$ cat config.mk
export PLATFORM = sky130hd
export DESIGN_NAME = four_digit_segment_display_writer
export DESIGN_NICKNAME = d
export VERILOG_FILES = /design/src/sv/fdsw_pkg.sv /design/src/sv/fdsw_digits.sv /design/src/sv/four_digit_segment_display_writer.sv
export SDC_FILE = /design/constraint.sdc
export NUM_CORES = 1
export LEC_CHECK = 0
export BUFFER_PORTS_ARGS = -buffer_cell sky130_fd_sc_hd__buf_2
export CAP_MARGIN = 20
export CORE_MARGIN = 2
export CORE_UTILIZATION = 34
export DETAILED_ROUTE_END_ITERATION = 10
export GPL_TIMING_DRIVEN = 0
export PLACE_DENSITY = 0.55
export SYNTH_ARGS = -nofsm -noshare
export SYNTH_HDL_FRONTEND = slang
export SYNTH_SLANG_ARGS = --single-unit
$ cat constraint.sdc
create_clock -name clk_i -period 12.3 [get_ports clk_i]
set_clock_uncertainty 0.1 [all_clocks]
set_input_delay 0.615 -clock clk_i [delete_from_list [all_inputs] [get_ports clk_i]]
set_output_delay 0.615 -clock clk_i [all_outputs]
set_load 0.01 [all_outputs]
$ cat src/sv/fdsw_pkg.sv
// Shared constants, types and the segment table of the four-digit display writer.
// Used by fdsw_digits and four_digit_segment_display_writer. No dependencies.
package fdsw_pkg;

  localparam int unsigned ValueWidth = 14;
  localparam int unsigned NumDigits  = 4;
  localparam int unsigned NumBytes   = 10;
  localparam int unsigned CntWidth   = $clog2(NumBytes);

  localparam logic [ValueWidth-1:0] MaxValue = ValueWidth'(9999);
  localparam logic [7:0]            CmdByte  = 8'h48;

  // Digit address bytes, thousands first.
  localparam logic [7:0] AddrThousands = 8'h68;
  localparam logic [7:0] AddrHundreds  = 8'h6A;
  localparam logic [7:0] AddrTens      = 8'h6C;
  localparam logic [7:0] AddrUnits     = 8'h6E;

  // Configuration register indexes.
  typedef enum logic [1:0] {
    REG_BRIGHTNESS   = 2'd0,
    REG_SEGMENT_MODE = 2'd1,
    REG_DISPLAY_ON   = 2'd2,
    REG_UNUSED       = 2'd3
  } reg_index_e;

  typedef logic [3:0] digit_t;
  typedef logic [7:0] pattern_t;
  typedef pattern_t [NumDigits-1:0] pattern_arr_t;

  // Common-cathode pattern, bit 0 is segment a and bit 6 is segment g.
  function automatic pattern_t seg_pattern(input digit_t d);
    pattern_t p;
    unique case (d)
      4'd0:    p = 8'h3F;
      4'd1:    p = 8'h06;
      4'd2:    p = 8'h5B;
      4'd3:    p = 8'h4F;
      4'd4:    p = 8'h66;
      4'd5:    p = 8'h6D;
      4'd6:    p = 8'h7D;
      4'd7:    p = 8'h07;
      4'd8:    p = 8'h7F;
      4'd9:    p = 8'h6F;
      default: p = 8'h00;
    endcase
    return p;
  endfunction

endpackage

$ cat src/sv/fdsw_digits.sv
// Three-stage pipeline from a display value to four segment patterns.
// Depends on fdsw_pkg for widths, the saturation limit and the segment table.
module fdsw_digits (
  input  logic                  clk_i,
  input  logic                  rst_ni,
  input  logic                  in_valid_i,
  output logic                  in_ready_o,
  input  logic [13:0]           show_value_i,
  output logic                  pat_valid_o,
  input  logic                  pat_ready_i,
  output fdsw_pkg::pattern_arr_t pat_o
);
  import fdsw_pkg::*;

  // Low four bits of ten times x; enough since the digit result is below ten.
  function automatic digit_t mul10_lo(input digit_t x);
    return digit_t'({x[0], 3'b000}) + digit_t'({x[2:0], 1'b0});
  endfunction

  logic                  s1_valid_q, s2_valid_q, s3_valid_q;
  logic                  s1_ready, s2_ready, s3_ready;
  logic [ValueWidth-1:0] value_q, value_d;
  digit_t                q1000_q, q100_q, q10_q, vlo_q;
  logic [27:0]           prod1000, prod100, prod10;
  digit_t                d1, d2, d3;
  pattern_arr_t          pat_q, pat_d;

  // Each stage moves when the next one is empty or moving too.
  assign s3_ready   = !s3_valid_q || pat_ready_i;
  assign s2_ready   = !s2_valid_q || s3_ready;
  assign s1_ready   = !s1_valid_q || s2_ready;
  assign in_ready_o = s1_ready;

  // Saturate at capture.
  assign value_d = (show_value_i > MaxValue) ? MaxValue : show_value_i;

  // Quotients by 1000, 100 and 10 through exact reciprocals over 0..9999.
  assign prod1000 = 28'(value_q) * 28'd8389;
  assign prod100  = 28'(value_q) * 28'd5243;
  assign prod10   = 28'(value_q) * 28'd6554;

  // Each lower digit is its quotient minus ten times the next higher one.
  assign d1 = q100_q - mul10_lo(q1000_q);
  assign d2 = q10_q - mul10_lo(q100_q);
  assign d3 = vlo_q - mul10_lo(q10_q);

  assign pat_d[0] = seg_pattern(q1000_q);
  assign pat_d[1] = seg_pattern(d1);
  assign pat_d[2] = seg_pattern(d2);
  assign pat_d[3] = seg_pattern(d3);

  // Valid flags of the three stages.
  always_ff @(posedge clk_i or negedge rst_ni) begin
    if (!rst_ni) begin
      s1_valid_q <= 1'b0;
      s2_valid_q <= 1'b0;
      s3_valid_q <= 1'b0;
    end else begin
      if (s1_ready) s1_valid_q <= in_valid_i;
      if (s2_ready) s2_valid_q <= s1_valid_q;
      if (s3_ready) s3_valid_q <= s2_valid_q;
    end
  end

  // Payload registers of the three stages.
  always_ff @(posedge clk_i) begin
    if (s1_ready && in_valid_i) value_q <= value_d;
    if (s2_ready && s1_valid_q) begin
      q1000_q <= prod1000[26:23];
      q100_q  <= prod100[22:19];
      q10_q   <= prod10[19:16];
      vlo_q   <= value_q[3:0];
    end
    if (s3_ready && s2_valid_q) pat_q <= pat_d;
  end

  assign pat_valid_o = s3_valid_q;
  assign pat_o       = pat_q;

endmodule

$ cat src/sv/four_digit_segment_display_writer.sv
// Top level of the four-digit display writer: config registers and byte sequencer.
// Depends on fdsw_pkg and fdsw_digits.
//
// Usage: a value word of 0 to 16383 enters on the in channel (in_valid_i, in_ready_o,
// show_value_i); values above 9999 show as 9999. Each value gives ten byte words on
// the out channel in bus order: command 0x48 and the control byte, then four frames
// of digit address and segment pattern, thousands first. frame_begin_o marks the first
// byte of a frame, frame_end_o the second, last_byte_o the tenth.
// The first byte of a value is valid once the value has passed the input register and
// the quotient register into the pattern register.
// One byte word goes out per cycle while the receiver is ready. The three-stage digit
// pipeline holds up to three values while bytes are sent, so input is stalled once
// values have arrived faster than their words go out, long enough to fill it.
// Configuration writes (cfg_valid_i, cfg_index_i, cfg_data_i) are always taken; only
// the register's width of the data is kept and an index beyond the list is dropped.
// They are meant for idle periods, since the control byte reads the live registers.
// Reset empties the pipeline and sets brightness 1, segment mode 0, display on.
// When the receiver stalls, the current byte word holds until it is taken.
module four_digit_segment_display_writer (
  input  logic       clk_i,
  input  logic       rst_ni,
  input  logic       in_valid_i,
  output logic       in_ready_o,
  input  logic [13:0] show_value_i,
  output logic       out_valid_o,
  input  logic       out_ready_i,
  output logic [7:0] bus_byte_o,
  output logic       frame_begin_o,
  output logic       frame_end_o,
  output logic       last_byte_o,
  input  logic       cfg_valid_i,
  output logic       cfg_ready_o,
  input  logic [1:0] cfg_index_i,
  input  logic [7:0] cfg_data_i
);
  import fdsw_pkg::*;

  logic                pat_valid, pat_ready;
  pattern_arr_t        pat;
  logic [CntWidth-1:0] cnt_q, cnt_d;
  logic [2:0]          brightness_q;
  logic                segment_mode_q, display_on_q;
  logic                last;
  logic [7:0]          ctrl_byte;

  fdsw_digits u_digits (
    .clk_i       (clk_i),
    .rst_ni      (rst_ni),
    .in_valid_i  (in_valid_i),
    .in_ready_o  (in_ready_o),
    .show_value_i(show_value_i),
    .pat_valid_o (pat_valid),
    .pat_ready_i (pat_ready),
    .pat_o       (pat)
  );

  // Configuration registers.
  assign cfg_ready_o = 1'b1;

  always_ff @(posedge clk_i or negedge rst_ni) begin
    if (!rst_ni) begin
      brightness_q   <= 3'd1;
      segment_mode_q <= 1'b0;
      display_on_q   <= 1'b1;
    end else if (cfg_valid_i) begin
      unique case (reg_index_e'(cfg_index_i))
        REG_BRIGHTNESS:   brightness_q   <= cfg_data_i[2:0];
        REG_SEGMENT_MODE: segment_mode_q <= cfg_data_i[0];
        REG_DISPLAY_ON:   display_on_q   <= cfg_data_i[0];
        default: ;
      endcase
    end
  end

  assign ctrl_byte = {1'b0, brightness_q, segment_mode_q, 2'b00, display_on_q};

  // Byte counter over the ten words of one value.
  assign last      = (cnt_q == CntWidth'(NumBytes - 1));
  assign pat_ready = out_ready_i && last;
  assign cnt_d     = last ? '0 : cnt_q + CntWidth'(1);

  always_ff @(posedge clk_i or negedge rst_ni) begin
    if (!rst_ni) begin
      cnt_q <= '0;
    end else if (pat_valid && out_ready_i) begin
      cnt_q <= cnt_d;
    end
  end

  // Byte selection by position in the run.
  always_comb begin
    unique case (cnt_q)
      4'd0:    bus_byte_o = CmdByte;
      4'd1:    bus_byte_o = ctrl_byte;
      4'd2:    bus_byte_o = AddrThousands;
      4'd3:    bus_byte_o = pat[0];
      4'd4:    bus_byte_o = AddrHundreds;
      4'd5:    bus_byte_o = pat[1];
      4'd6:    bus_byte_o = AddrTens;
      4'd7:    bus_byte_o = pat[2];
      4'd8:    bus_byte_o = AddrUnits;
      4'd9:    bus_byte_o = pat[3];
      default: bus_byte_o = 8'h00;
    endcase
  end

  assign out_valid_o   = pat_valid;
  assign frame_begin_o = !cnt_q[0];
  assign frame_end_o   = cnt_q[0];
  assign last_byte_o   = last;

  // The counter never runs past the tenth word.
  a_cnt_range: assert property (@(posedge clk_i) disable iff (!rst_ni)
    cnt_q <= CntWidth'(NumBytes - 1))
    else $error("byte counter out of range");

  // A taken tenth word starts the next run at the command byte.
  a_wrap: assert property (@(posedge clk_i) disable iff (!rst_ni)
    out_valid_o && out_ready_i && last_byte_o |=> cnt_q == '0)
    else $error("counter did not wrap after the last word");

  // The last word closes a frame.
  a_last_end: assert property (@(posedge clk_i) disable iff (!rst_ni)
    out_valid_o && last_byte_o |-> frame_end_o && !frame_begin_o)
    else $error("last word does not end a frame");

  // The counter only moves on a taken word.
  a_cnt_hold: assert property (@(posedge clk_i) disable iff (!rst_ni)
    !(out_valid_o && out_ready_i) |=> $stable(cnt_q))
    else $error("counter moved without a taken word");

endmodule

Yosys cells after proc, flatten, opt, wreduce, memory -nomap -nowiden --
Memories as Yosys holds them, arrays and structs flattened. A register that Yosys moved wholly into a read port is not among the register bits. Index checks and enable logic that the tools add are counted.
Operators by class: add/sub/neg operators 7, multipliers 3, magnitude comparators 1, eq/ne operators 11, multiplexer cells 2, reductions and logical operators 17
Operators by type and width (count):
- one-hot mux 8 bit (10 select lines) | 1
- multiplier 14 x 14 -> 27 bit (second input constant) | 1
- multiplier 14 x 13 -> 23 bit (second input constant) | 1
- multiplier 14 x 12 -> 19 bit (second input constant) | 1
- equality test 4 x 3 -> 1 bit (second input constant) | 4
- greater-than comparator 14 bit (second input constant) | 1
- adder 4 bit | 3
- subtractor 4 bit | 3
- equality test 4 x 2 -> 1 bit (second input constant) | 2
- equality test 4 bit (second input constant) | 2
- AND reduction 2 bit | 3
- logical AND 1 bit | 5
- adder 4 x 1 -> 4 bit (second input constant) | 1
- equality test 4 x 1 -> 1 bit (second input constant) | 1
- zero test 1 bit | 4
- zero test 4 bit | 1
- two-way mux 4 bit | 1
- logical OR 1 bit | 3
- equality test 2 x 1 -> 1 bit (second input constant) | 1
- equality test 2 bit (second input constant) | 1
- zero test 2 bit | 1
Word-level totals: register bits 74, memory bits (read-only) 448, input bits 29, output and inout bits 14, word-level logic and storage cells 61, memories kept 4
Memories:
- (no name shown) | depth 16, bits a word 7, read ports 1, clocked after memory_dff 1, wr ports 0, RTL line fdsw_pkg.sv:34 | unique case (d)
- (no name shown) | depth 16, bits a word 7, read ports 1, clocked after memory_dff 1, wr ports 0, RTL line fdsw_pkg.sv:34
- (no name shown) | depth 16, bits a word 7, read ports 1, clocked after memory_dff 1, wr ports 0, RTL line fdsw_pkg.sv:34
- (no name shown) | depth 16, bits a word 7, read ports 1, clocked after memory_dff 1, wr ports 0, RTL line fdsw_pkg.sv:34

Depth between registers and ports, before layout --
Gate-level depths: netlist of the first run.
depth after elaboration 6, gate-level depth with buffers 18, gate-level depth less buffers 18

By module --
From an unflattened synthesis of the first run, not the netlist that was laid out.
Unflattened totals: cells, all modules 1103, area total of the unflattened synthesis 10999.3 um2
By module, submodules not included:
- fdsw_digits | times used 1, cells an instance 1006, area each 10139.7 um2, seq. area each 1816.7 um2
- four_digit_segment_display_writer | times used 1, cells an instance 97, area each 859.6 um2, seq. area each 227.7 um2

Worst setup path before layout of the first run --
No wires, ideal clock.
kind reg2reg, start reg u_digits.value_q[3], end reg u_digits.q10_q[3], data pin, setup time 0.260 ns, data arrival time 4.319 ns, path slack 7.622 ns, cell stages (with the launch flop) 17, path buffers 0, period minus slack after synthesis 4.678 ns, path through edfxtp_1 ha_1 xor2_1 ha_1 or2_2 fa_1 inv_1 fa_1 fa_1 inv_1 ha_1 a21oi_1 o21ai_0 a211oi_1 o21bai_1 a21oi_1 xnor2_1
On the way: word-level cells in the longest chain between the ends 1
RTL lines:
- from (decl) | RTL line fdsw_digits.sv:22 | logic [ValueWidth-1:0] value_q, value_d;
- from (signal assigned) | RTL line fdsw_digits.sv:67 | if (s1_ready && in_valid_i) value_q <= value_d;
- multiplier 14 x 12 -> 19 bit | RTL line fdsw_digits.sv:40 | assign prod10 = 28'(value_q) * 28'd6554;
- net u_digits.prod10[19] | RTL line fdsw_digits.sv:24 | logic [27:0] prod1000, prod100, prod10;
- to (signal assigned) | RTL line fdsw_digits.sv:71 | q10_q <= prod10[19:16];
- to (decl) | RTL line fdsw_digits.sv:23 | digit_t q1000_q, q100_q, q10_q, vlo_q;
The timed path passes the listed nets, and every way through them passes these cells. A chain may end at the register's enable or synchronous reset.

Final worst setup path of the first run --
start reg u_digits.value_q[12], end reg u_digits.q1000_q[3], data pin
On the way: word-level cells in the longest chain between the ends 1
RTL lines:
- multiplier 14 x 14 -> 27 bit | RTL line fdsw_digits.sv:38 | assign prod1000 = 28'(value_q) * 28'd8389;
- net u_digits.prod1000[26] | RTL line fdsw_digits.sv:24
- to (signal assigned) | RTL line fdsw_digits.sv:69 | q1000_q <= prod1000[26:23];
- to (decl) | RTL line fdsw_digits.sv:23
The timed path passes the listed nets, and every way through them passes these cells.

==> impl_metrics.env, run 1 <==
export IMPL_outcome="completed"
export IMPL_wl_met3_um=753
export IMPL_synth_main_ff_cell="edfxtp_1"
export IMPL_worst_path_buf_inv=4
export IMPL_cts_sinks=70
export IMPL_vias=7313
export IMPL_pwr_share_comb=0.773
export IMPL_areaGrowthSynthToFinish_pct=9.27
export IMPL_die_w_um=184
export IMPL_place_gp_congestion=0.833
export IMPL_drt_pass1_iterations=4
export IMPL_p_per_area_mw_per_mm2=234
export IMPL_antenna_found_initial=0
export IMPL_netlist_area_leader_share=0.265
export IMPL_hold_class="in2async"
export IMPL_worstPathArrival_ns=5.46
export IMPL_placedCellCount=1594
export IMPL_relSlewSlack=0.398
export IMPL_drcViolationCount=0
export IMPL_drv_slew=0
export IMPL_cts_root_buf="clkbuf_16"
export IMPL_postCtsSetupBuffers=0
export IMPL_synthesis_nets=1505
export IMPL_synth_top_cell_by_area="ha_1"
export IMPL_async_flop_share=0.171
export IMPL_grt_overflow=0
export IMPL_leakagePower_nw=6.19
export IMPL_die_area_mm2=0.0340
export IMPL_rsz0062_at_grt="false"
export IMPL_port_buffers=35
export IMPL_cp_end_kind="flop"
export IMPL_start_util=0.343
export IMPL_final_cells=1610
export IMPL_power_frac_clock=0.086
export IMPL_via_per_inst=4.54
export IMPL_finalHoldViolCount=0
export IMPL_ys_ff_latch=70
export IMPL_path_class="reg2reg"
export IMPL_crit_family="adder cells"
export IMPL_whs_ns=0.0369
export IMPL_syn_inst=1116
export IMPL_post_route_util=0.375
export IMPL_finalCritPeriodShare=0.440
export IMPL_startpoint_type="flop"
export IMPL_avgRoutedWirePerCell_um=14.0
export IMPL_dieHeight_um=184
export IMPL_pwr_share_seq=0.141
export IMPL_syn_avg_cell_area_um2=9.93
export IMPL_diodes=0
export IMPL_core_mm2=0.0323
export IMPL_ys_seq_area_frac=0.185
export IMPL_cp_max_fo=13
export IMPL_ys_top_cells_by_area="ha_1 27%, fa_1 23%, edfxtp_1 16%, inv_1 11%, xnor2_1 2.5%"
export IMPL_switching_share=0.490
export IMPL_clock_latency_ns=0.35
export IMPL_yosysWarnings=0
export IMPL_fin_crit_ns=5.42
export IMPL_grt_use_total=0.145
export IMPL_cpMaxStageDelayCell="edfxtp_1"
export IMPL_worstPathCellList="inv_1 > ha_1 > inv_1 > ha_1 > ha_1 > inv_1 > fa_1 > inv_1 > ha_1 > ha_1 > ha_1 > a21oi_1 > or3b_1 > a31oi_1 > nor2_1 > and3_1 > o211ai_1"
export IMPL_grt_pass1_wl_um=38400
export IMPL_cts_tree="yes"
export IMPL_postCtsResizedCells=0
export IMPL_cts_buffers=9
export IMPL_cts_htree_levels=3
export IMPL_setup_violations=0
export IMPL_dp_hpwl_um=19300
export IMPL_ioPinCount=43
export IMPL_grt_max_degree=22
export IMPL_drtIter0Drc=156
export IMPL_highest_layer="met4"
export IMPL_wl_met2_um=10700
export IMPL_ir_drop_mv=0.113
export IMPL_layout_drive_gt1_share=0.0736
export IMPL_row_count=66
export IMPL_syn_cell_area_mm2=0.0111
export IMPL_worstPathRequired_ns=12.34
export IMPL_clkTransAtPathRegs_ns=0.06
export IMPL_fin_ws_ns=6.88
export IMPL_crit_top_cell="ha_1"
export IMPL_grt_pass1_vias=7637
export IMPL_cts_hold_fix_buffers=0
export IMPL_totalWireLength_um=22500
export IMPL_cts_buffer_depth=2
export IMPL_ys_types=64
export IMPL_tightest_slew_ns=0.903
export IMPL_max_cap_violations=0
export IMPL_fmax_ghz=0.185
export IMPL_p_int_mw=1.44
export IMPL_wl_met1_um=10900
export IMPL_dp_slack_ns=6.74
export IMPL_synth_edf_count=58
export IMPL_layout_nets=1552
export IMPL_slowest_delay_ns=0.78
export IMPL_ant_nets=0
export IMPL_netSwitchingPower_mw=1.39
export IMPL_setup_tns_ns=0
power groups by stage:
stage	registers [mW]	clock network, mW	logic (mW)
global route	0.404	0.262	2.58
floorplan	0.387	0	1.71
global placement	0.405	0	2.17
finish	0.398	0.244	2.19
detailed placement	0.404	0	2.20
CTS	0.400	0.253	2.22
worst register-to-register path, stage by stage, from the launching register on:
cell,delay [ns]
edfxtp_1,0.78
inv_1,0.44
ha_1,0.41
inv_1,0.09
ha_1,0.30
ha_1,0.28
inv_1,0.06
fa_1,0.53
inv_1,0.04
ha_1,0.28
ha_1,0.29
ha_1,0.33
a21oi_1,0.07
or3b_1,0.39
a31oi_1,0.24
nor2_1,0.10
and3_1,0.19
o211ai_1,0.29
cell type report:
class                      instances  area [µm²]
buffer                            14        66.3
fill                            3287       20200
multi-input combinational        715        7780
inverter                         317        1190
sequential                        70        2040
clock buffer                       9         225
clock inverter                     7        56.3
timing repair buffer              36         190
tap                              442         553
metal layers:
layer  vias up  track usage
met5         -            0
met2        84        0.250
met3        15       0.0235
met1      3524        0.194
li1       3690            -
met4         0       0.0250
logic make-up after synthesis:
group | after synthesis | synth area share
buffers and inverters | 331 | 0.113
AO/OA/AOI/OAI | 147 | 0.0846
AND/OR/NAND/NOR | 145 | 0.0691
adder cells (fa/ha/maj) | 360 | 0.491
XOR/XNOR | 48 | 0.0393
other | 2 | 0.000678
flip-flops | 70 | 0.185
multiplexers | 13 | 0.0169
layout by cell type (no fill, tap or decap), drive strengths merged, types with 3 or more instances in the layout:
cell type,instances
nand2,29
mux4,4
o21ai,40
ha,235
mux2i,3
and3,5
dfrtp,10
xnor2,34
inv,319
a31oi,4
o22ai,8
nor3,6
or2,7
clkinv,4
o221ai,3
fa,125
clkbuf,18
nand4,4
nor2,27
nor2b,11
xor2,14
a22o,3
o211ai,5
o21a,3
buf,41
a21oi,39
and2,12
o31ai,3
a211oi,9
a311oi,4
a21o,13
nand3,16
mux2,6
edfxtp,58
nand2b,16
worst paths after layout:
| kind | start | end | slack [ns] | cells past startpoint |
|---|---|---|---|---|
| worst min-delay path | rst_ni | segment_mode_q | 0.04 | 1 |
| min in group clk_i | in_valid_i | u_digits.s1_valid_q | 0.37 | 2 |
| max in group asynchronous | rst_ni | display_on_q | 11.80 | 1 |
| worst max register to register | u_digits.value_q[12] | u_digits.q1000_q[3] | 6.88 | 17 |
| worst min register to register | brightness_q[2] | brightness_q[2] | 0.40 | 1 |
| worst max-delay path | u_digits.value_q[12] | u_digits.q1000_q[3] | 6.88 | 17 |
state kept, by name, summed over array words and instances, names as in the netlist, 3 cells and up:
| name | count |
|---|---|
| u_digits.pat_o | 28 |
| u_digits.q1000_q | 4 |
| u_digits.q100_q | 4 |
| u_digits.value_q | 14 |
| cnt_q | 4 |
| u_digits.vlo_q | 4 |
| u_digits.q10_q | 4 |
| brightness_q | 3 |
stage by stage:
stage                     power (mW)  cell area, µm²
after floorplan                 2.10           11100
after global placement          2.57           11800
after detailed placement        2.60           11800
after CTS                       2.88           12100
after global routing            3.24           12100
final                           2.83           12100
Yosys cell counts, drive strengths merged, types with 7 or more instances:
cell,instances
a211oi,9
a21o,13
a21oi,39
and2,12
clkbuf,9
dfrtp,10
edfxtp,58
fa,125
ha,235
inv,317
nand2,29
nand2b,16
nand3,16
nor2,27
nor2b,11
o21ai,40
o22ai,8
or2,7
xnor2,34
xor2,14
(Power assumes the default switching activity.)
==> run 2, diff against run 1 <==
ABC_AREA = 1   (was not set)
clock period = 5.3 ns   (was 12.3 ns; I/O delays follow)
==> impl_metrics.env, run 2 <==
export IMPL_areaGrowthSynthToFinish_pct=11.1
export IMPL_die_area_mm2=0.0363
export IMPL_dp_hpwl_um=23200
export IMPL_grt_met3_usage=0.0134
export IMPL_syn_avg_cell_area_um2=8.35
export IMPL_hp_start="cfg_data_i[1]"
export IMPL_grt_max_degree=22
export IMPL_ioPinCount=43
export IMPL_dp_slack_ns=0.0487
export IMPL_multi_input_area_mm2=0.00821
export IMPL_ys_types=41
export IMPL_grt_pass1_vias=8643
export IMPL_cts_root_buf="clkbuf_16"
export IMPL_layout_commonest_cell="inv_1"
export IMPL_grt_use_total=0.153
export IMPL_synth_top_cell_by_area="ha_1"
export IMPL_outcome="completed"
export IMPL_dieHeight_um=190
export IMPL_avgRoutedWirePerCell_um=13.9
export IMPL_cp_max_fo=10
export IMPL_clkTransAtPathRegs_ns=0.06
export IMPL_worstPathArrival_ns=5.02
export IMPL_setup_violations=0
export IMPL_min_path_cells=2
export IMPL_setup_tns_ns=0
export IMPL_fin_crit_ns=5.03
export IMPL_synth_edf_count=58
export IMPL_syn_cell_area_mm2=0.0118
export IMPL_row_count=68
export IMPL_fin_ws_ns=0.271
export IMPL_ys_seq_area_frac=0.173
export IMPL_cts_buffers=9
export IMPL_drcViolationCount=0
export IMPL_regArea_mm2=0.00204
export IMPL_start_util=0.344
export IMPL_ant_nets=0
export IMPL_cts_tree="yes"
export IMPL_most_common_layout_cells="379 x inv_1, 261 x nand2_1, 235 x ha_1"
export IMPL_core_mm2=0.0344
export IMPL_grt_pass1_wl_um=43500
export IMPL_cts_buffer_depth=2
export IMPL_drt_pass1_iterations=5
export IMPL_drv_slew=0
export IMPL_synth_main_ff_cell="edfxtp_1"
export IMPL_busiest_layer="met2"
export IMPL_ys_top_cells_by_area="ha_1 25%, fa_1 21%, edfxtp_1 15%, inv_1 12%, nand2_1 8.3%"
export IMPL_netlist_area_leader_share=0.249
export IMPL_r2r_cells=15
export IMPL_met1_usage=0.206
export IMPL_global_route_usage_met2=0.270
export IMPL_fmax_ghz=0.199
export IMPL_place_gp_congestion=0.846
export IMPL_finalHoldViolCount=0
export IMPL_path_class="reg2reg"
export IMPL_totalWireLength_um=27100
export IMPL_relSlewSlack=0.469
export IMPL_antenna_found_initial=0
export IMPL_largest_reg_flops=28
export IMPL_synthesis_nets=1804
export IMPL_max_cap_violations=0
export IMPL_die_w_um=190
export IMPL_cts_htree_levels=3
export IMPL_diodes=0
export IMPL_layout_nets=1877
export IMPL_syn_inst=1415
export IMPL_port_buffers=35
export IMPL_r2r_start="u_digits.value_q[3]"
export IMPL_vias=8753
export IMPL_whs_ns=0.0602
export IMPL_fillers=3538
export IMPL_synth_most_common_cell="inv_1"
export IMPL_worstPathRequired_ns=5.29
export IMPL_drtIter0Drc=417
export IMPL_grt_overflow=0
export IMPL_startpoint="u_digits.value_q[3]"
export IMPL_yosysWarnings=0
export IMPL_synth_common_cells="379 x inv_1, 261 x nand2_1, 235 x ha_1"
export IMPL_rsz0062_at_grt="false"
export IMPL_finalCritPeriodShare=0.949
export IMPL_cts_sinks=70
export IMPL_layout_drive_gt1_share=0.0810
export IMPL_clock_latency_ns=0.35
export IMPL_startpoint_type="flop"
export IMPL_hold_class="in2reg"
export IMPL_cp_end_kind="flop"
export IMPL_async_flop_share=0.171
export IMPL_via_per_inst=4.49
export IMPL_ys_ff_latch=70
export IMPL_tightest_slew_ns=0.796
[run 2: cell count changes after synthesis, moves of 8 or more]
cell      delta
a211oi_1     -8
a21oi_1      +8
and2_1      -12
inv_1       +62
inv_2       +29
nand2_1    +232
nand2b_1    -16
nand3_1     +27
nand4_1     +13
nor2_1      +29
nor2b_1     -11
o22ai_1      -8
or2_1        +9
xnor2_1     -22
[run 2: final timing paths]
| check | slack [ns] | endpoint |
|---|---|---|
| setup / recovery | 0.27 | u_digits.q10_q[1] |
| hold / removal | 0.06 | brightness_q[1] |
| setup reg to reg | 0.27 | u_digits.q10_q[1] |
| hold reg to reg | 0.37 | u_digits.pat_valid_o |
| max in group asynchronous | 4.58 | display_on_q |
| min in group asynchronous | 0.24 | brightness_q[2] |
[run 2: worst max-delay path, stage by stage (launching register included)]
cell and delay [ns]:
edfxtp_1 0.81, ha_1 0.40, xor2_1 0.36, ha_1 0.33
fa_1 0.51, fa_1 0.54, inv_1 0.05, fa_1 0.52
inv_1 0.04, ha_1 0.34, a21oi_1 0.20, o21bai_1 0.08
nor3b_1 0.26, nand2_1 0.08, nand2_1 0.06, nand2_1 0.07
[run 2: timing repair]
item | in CTS | in global routing
endpoints found under the setup margin | 0 | 8
hold buffers | 1 | 0
setup buffers | 0 | 25
hold endpoints to repair | 12 | 0
resized for setup | 0 | 2
[run 2: metrics by stage]
| stage | cells | util | area (µm²) |
|---|---|---|---|
| after floorplan | 1415 | - | 11800 |
| after detailed placement | 1906 | 0.366 | 12600 |
| after CTS | 1923 | 0.376 | 12900 |
| final | 1948 | 0.382 | 13100 |
| after global placement | 1905 | 0.365 | 12600 |
| after global routing | 1948 | 0.382 | 13100 |
[run 2: kinds of logic (layout without fill, tap and decap cells)]
kind of cell    Yosys count  after routing  share of synthesized area
other cells               2              2                   0.000636
buf+inv                 417            495                      0.133
mux                       2              2                    0.00191
xor+xnor                 33             33                     0.0264
compound gates          126            126                     0.0599
flops                    70             70                      0.173
fa+ha+maj               360            360                      0.461
simple gates            405            405                      0.144
[run 2: final cells by class]
class                   instances  share of cell area
plain buffers                   4             0.00181
clock buffers                  10              0.0174
clock inverters                 6             0.00715
inverters                     413               0.118
multi-input cells             928               0.626
flip-flops and latches         70               0.156
well taps                     455              0.0434
repair buffers                 62              0.0305
[run 2: layer usage]
metal,wire length [µm],vias to the layer above,part of all wire
met1,12900,4124,0.48
li1,-,4505,-
met4,280,0,0.010
met5,0,-,0
met3,648,18,0.024
met2,13200,106,0.49
Power of run 2 is left out: the tool's default activity adds up to more than one toggle a clock period on the data nets, which glitch-free logic cannot reach.
